`config.mk`:
```
export PLATFORM = sky130hd
export DESIGN_NAME = dmm_front
export DESIGN_NICKNAME = d
export VERILOG_FILES = /design/src/rtl/dmm_pkg.sv /design/src/rtl/dmm_front.sv
export SDC_FILE = /design/constraint.sdc
export NUM_CORES = 1
export LEC_CHECK = 0
export BUFFER_PORTS_ARGS = -buffer_cell sky130_fd_sc_hd__buf_2
export CORE_MARGIN = 2
export CORE_UTILIZATION = 50
export CTS_CLUSTER_DIAMETER = 200
export DETAILED_ROUTE_END_ITERATION = 16
export GPL_ROUTABILITY_DRIVEN = 1
export PLACE_DENSITY = 0.75
export SYNTH_ARGS = -nofsm -noshare
export SYNTH_HDL_FRONTEND = slang
export SYNTH_SLANG_ARGS = --single-unit
```
`constraint.sdc`:
```
create_clock -name clk -period 9.3 [get_ports clk]
set_input_delay 0.465 -clock clk [delete_from_list [all_inputs] [get_ports clk]]
set_output_delay 0.465 -clock clk [all_outputs]
set_load 0.02 [all_outputs]
```
`src/rtl/dmm_pkg.sv`:
```
`timescale 1ns / 1ps

package dmm_pkg;

  localparam int LANES      = 4;
  localparam int FIELD_BITS = 16;
  localparam int GAIN_BITS  = 16;
  localparam int POS_BITS   = 16;
  localparam int REG_BITS   = 64;
  localparam int IDX_BITS   = 4;

  // register map
  localparam logic [IDX_BITS-1:0] REG_GAIN_ROW0 = 4'd0;
  localparam logic [IDX_BITS-1:0] REG_TAP_ROW0  = 4'd4;
  localparam logic [IDX_BITS-1:0] REG_COUNT     = 4'd8;

  // operand source of one path
  localparam logic [1:0] OPND_ZERO = 2'd0;
  localparam logic [1:0] OPND_MEM  = 2'd1;
  localparam logic [1:0] OPND_NEW  = 2'd2;

  typedef logic signed [FIELD_BITS-1:0] field_t;

  typedef struct packed {
    logic [LANES-1:0][FIELD_BITS-1:0] sample;
    logic [POS_BITS-1:0]              pos;
    logic                             full;   // every history slot written
  } job_t;

  typedef struct packed {
    logic [1:0] level;
    logic       pop;
  } queue_status_t;

  typedef struct packed {
    logic [1:0] outstanding;
    logic [1:0] fifo_level;
  } back_status_t;

endpackage

```
`src/rtl/dmm_front.sv`:
```
`timescale 1ns / 1ps

module dmm_front import dmm_pkg::*; #(
  parameter int MAX_DELAY = 4096
) (
  input  logic          clk,
  input  logic          rst,
  input  logic          in_valid,
  output logic          in_stall,
  input  field_t        sample_ch0,
  input  field_t        sample_ch1,
  input  field_t        sample_ch2,
  input  field_t        sample_ch3,
  output job_t          job,
  output logic          job_valid,
  input  logic          job_pop,
  output queue_status_t status
);

  localparam int AW = (MAX_DELAY > 1) ? $clog2(MAX_DELAY) : 1;
  localparam logic [AW-1:0] LAST = AW'(MAX_DELAY - 1);

  logic [AW-1:0] wp;
  logic          full;
  job_t          queue [2];
  logic          head;
  logic          tail;
  logic [1:0]    level;
  logic          push;
  job_t          entry;

  assign in_stall  = (level == 2'd2);
  assign push      = in_valid && !in_stall;
  assign job_valid = (level != 2'd0);
  assign job       = queue[head];

  always_comb begin
    entry.sample = {sample_ch3, sample_ch2, sample_ch1, sample_ch0};
    entry.pos    = POS_BITS'(wp);
    entry.full   = full;
  end

  always_ff @(posedge clk) begin
    if (rst) begin
      wp    <= '0;
      full  <= 1'b0;
      head  <= 1'b0;
      tail  <= 1'b0;
      level <= 2'd0;
    end else begin
      if (push) begin
        tail <= ~tail;
        if (wp == LAST) begin
          wp   <= '0;
          full <= 1'b1;
        end else begin
          wp <= wp + AW'(1);
        end
      end
      if (job_pop) head <= ~head;
      level <= level + 2'(push) - 2'(job_pop);
    end
  end

  always_ff @(posedge clk) begin
    if (push) queue[tail] <= entry;
  end

  assign status.level = level;
  assign status.pop   = job_pop;

endmodule

```
==> metrics.yaml <==
pwr:
  vdd.ir_drop.worst_v: 0.0001980
  leakage_nw: 2.974
  p_sw_mw: 0.5564
  p_int_mw: 1.586
  switching_share: 0.2597
  p_seq_frac: 0.476
  p_total_mw: 2.143
  power_density_nw_per_um2: 269.1
  comb_power_share: 0.169
  p_clk_frac: 0.355
setup_path:
  cp-end-kind: "primary output"
  cp_max_fo: 77
  worstPathRequired_ns: 8.84
  worstSetupPathType: "register to primary output"
  cp_data_arrival_time_ns: 2.11
  ff2ff_path_depth: 4
  r2r_start: "level[0]$_SDFF_PP0_"
  critPathLaunchType: "register"
  r2r_slack_ns: 6.96
  r2r_end: "queue[0][46]$_DFFE_PP_"
timing:
  fin_crit_sh: 0.2769
  relSlewSlack: 0.2675
  final.min_clock_period_ns: 2.575
  fin_tns_setup_ns: 0
  setup_ws_ns: 6.725
  final-hold-violation-count: 0
  rsz0062_at_grt: "false"
  setup_violations: 0
  fmax_mhz: 388.3
  worst_pin_slew_ns: 1.099
  finalClockSkew_ns: 0.005934
  maxSlewViolCount: 0
hold_path:
  min_to: "queue[1][17]$_DFFE_PP_"
  whs_path_depth: 1
  worstHoldStart: "sample_ch0[4]"
  hold_class: "input port to register"
synthesis:
  netlist-cell-type-count: 33
  synth.avg_cell_area_um2: 19.11
  synth-edff-count: 154
  async_reset_ff_frac: 0
  yosysWarnings: 0
  netlist_area_um2: 6439
  ys_ff_latch: 172
  ys.flop_type: "edfxtp_1"
  synth_cells: 337
  ys_seq_area_frac: 0.7742
placed_design:
  place.gp.congestion: 0.7697
  place_hpwl_um: 6806
  post-place-ws_ns: 6.962
  dp.cells: 643
  port_buffers: 149
cts:
  postCtsSetupBuffers: 0
  cts_tree: "yes"
  worstSkewPairLatency_ns: 0.42
  cts_resized: 0
  cts_buffer_depth: 2
  numCtsBuffers: 17
  hold_buffers: 0
  clk_pin_slew_ns: 0.06
  cts.sinks: 172
  cts_root_buf: "clkbuf_16"
  htreeDepth: 4
detailed_routing:
  viasPerCell: 5.028
  drt_wl_total_um: 11160
  wl_per_cell_um: 16.50
  dr.pass1.iters: 4
  vias: 3399
  ant_nets: 0
  drc: 0
  drtIter0Drc: 227
grt:
  grt-ovfl-total: 0
  antenna_found_initial: 1
  grt_max_degree: 78
  grt_usage: 0.1669
  grt_pass1_vias: 3547
  grt_first_pass_wirelength_um: 17610
die:
  core_area_um2: 12620
  die_h_um: 117.5
  start_util: 0.5102
  die_x_um: 117.5
  fp-row-count: 41
  fp.dieArea_um2: 13800
  top_level_ports: 154
finish:
  fillerInstances: 934
  regArea_um2: 4989
  final_nets: 561
  fin_util: 0.6310
  syn_to_final_growth_pct: 23.67
  multi_input_area_um2: 1346
  drive_gt1_frac: 0.5487
  final_cells: 676
run:
  drv_cap: 0
status:
  status: "completed"
-- layer usage --
layer | routed length (um) | vias up | GRT usage | share of wire
li1 | - | 1594 | - | -
met1 | 4450 | 1671 | 0.1907 | 0.40
met2 | 5813 | 111 | 0.2902 | 0.52
met3 | 593 | 23 | 0.04360 | 0.053
met4 | 299 | 0 | 0.08509 | 0.027
met5 | 0 | - | 0 | 0
-- Yosys cell counts (2+ instances only) --
cell type / count / area share
clkbuf_1: 2 / 0.0012
dfxtp_1: 18 / 0.056
buf_6: 2 / 0.0035
a21oi_2: 4 / 0.0054
and3_4: 2 / 0.0035
xor2_1: 8 / 0.011
inv_1: 3 / 0.0017
ha_1: 3 / 0.0058
mux2_2: 77 / 0.13
or3_1: 3 / 0.0029
nor2_1: 8 / 0.0047
xnor2_1: 3 / 0.0041
buf_4: 6 / 0.0070
nand3_1: 5 / 0.0039
o21ai_0: 3 / 0.0023
edfxtp_1: 154 / 0.72
nor2_2: 4 / 0.0039
nand4_1: 4 / 0.0039
buf_2: 9 / 0.0070
and4_1: 2 / 0.0027
and3_1: 2 / 0.0019
nand2_1: 4 / 0.0023
-- worst max-delay path by stage --
stage                        startpoint                endpoint  depth (start not counted)
floorplan           level[0]$_SDFF_PP0_   queue[0][0]$_DFFE_PP_                          4
global placement    level[0]$_SDFF_PP0_  queue[0][68]$_DFFE_PP_                          4
detailed placement  level[0]$_SDFF_PP0_  queue[0][67]$_DFFE_PP_                          4
CTS                            register                 job[57]                          2
global route                   register                 job[57]                          2
finish                         register                  job[4]                          2
-- power by group through the flow --
stage,logic [mW],registers (mW),clock network (mW)
2_1_floorplan,0.256,1.03,0
3_3_place_gp,0.362,1.03,0
3_5_place_dp,0.367,1.04,0
4_1_cts,0.369,1.02,0.776
5_1_grt,0.389,1.03,0.808
6_report,0.363,1.02,0.760
-- cell type report --
type	instances	area share
inverter	3	0.001414
clock inverter	15	0.02766
antenna	1	0.0003143
timing repair buffer	150	0.09459
sequential	172	0.6265
multi-input combinational	146	0.1691
tap	172	0.02703
clock buffer	17	0.05343
-- critical path, cell delays in order, from the launching register on --
cell	delay [ns]
dfxtp_4	1.00
mux2_2	0.44
buf_2	0.16
-- cell families (layout without fill, tap and decap cells) --
family,count (synthesis),count (layout),synth area share
AOI/OAI and AO/OA,11,11,0.01282
and+or+nand+nor,40,40,0.03653
other,1,5,0.0005824
buffers and inverters,22,185,0.02040
muxes,77,77,0.1347
adders and majority gates,3,3,0.005830
xor gates and xnor gates,11,11,0.01496
DFF,172,172,0.7742
-- through the flow --
| step | hold slack, ns | area, um^2 |
|---|---|---|
| 2_1_floorplan | 0.4264 | 6450 |
| 3_3_place_gp | 0.4484 | 7315 |
| 3_5_place_dp | 0.4451 | 7315 |
| 4_1_cts | 0.2071 | 7960 |
| 5_1_grt | 0.2135 | 7963 |
| 6_report | 0.2314 | 7963 |
-- sequential cells by signal (all words and copies together), names as in the netlist, named ones only --
name,count
tail,1
queue,154
head,1
wp,12
level,2
full,1
-- cell usage in the layout, fill, tap and decap left out --
cell,instances
edfxtp_1,154
buf_2,149
mux2_2,77
clkbuf_16,17
dfxtp_1,17
xor2_1,8
nor2_1,7
nand3_1,5
bufinv_16,5
clkinvlp_4,5
nand2_1,4
nor2_2,4
a21oi_2,4
nand4_1,4
conb_1,4
inv_1,3
and3_4,3
xnor2_1,3
o21ai_0,3
or3_1,3
ha_1,3
clkinv_2,3
nor2_4,2
and4_1,2
inv_6,2
diode_2,1
nand2b_1,1
or2_2,1
and3_1,1
a41o_1,1
nor2b_1,1
a21o_2,1
a21oi_1,1
and2_1,1
a41oi_1,1
and3_2,1
dfxtp_4,1
buf_4,1
(Power assumes the default switching activity.)
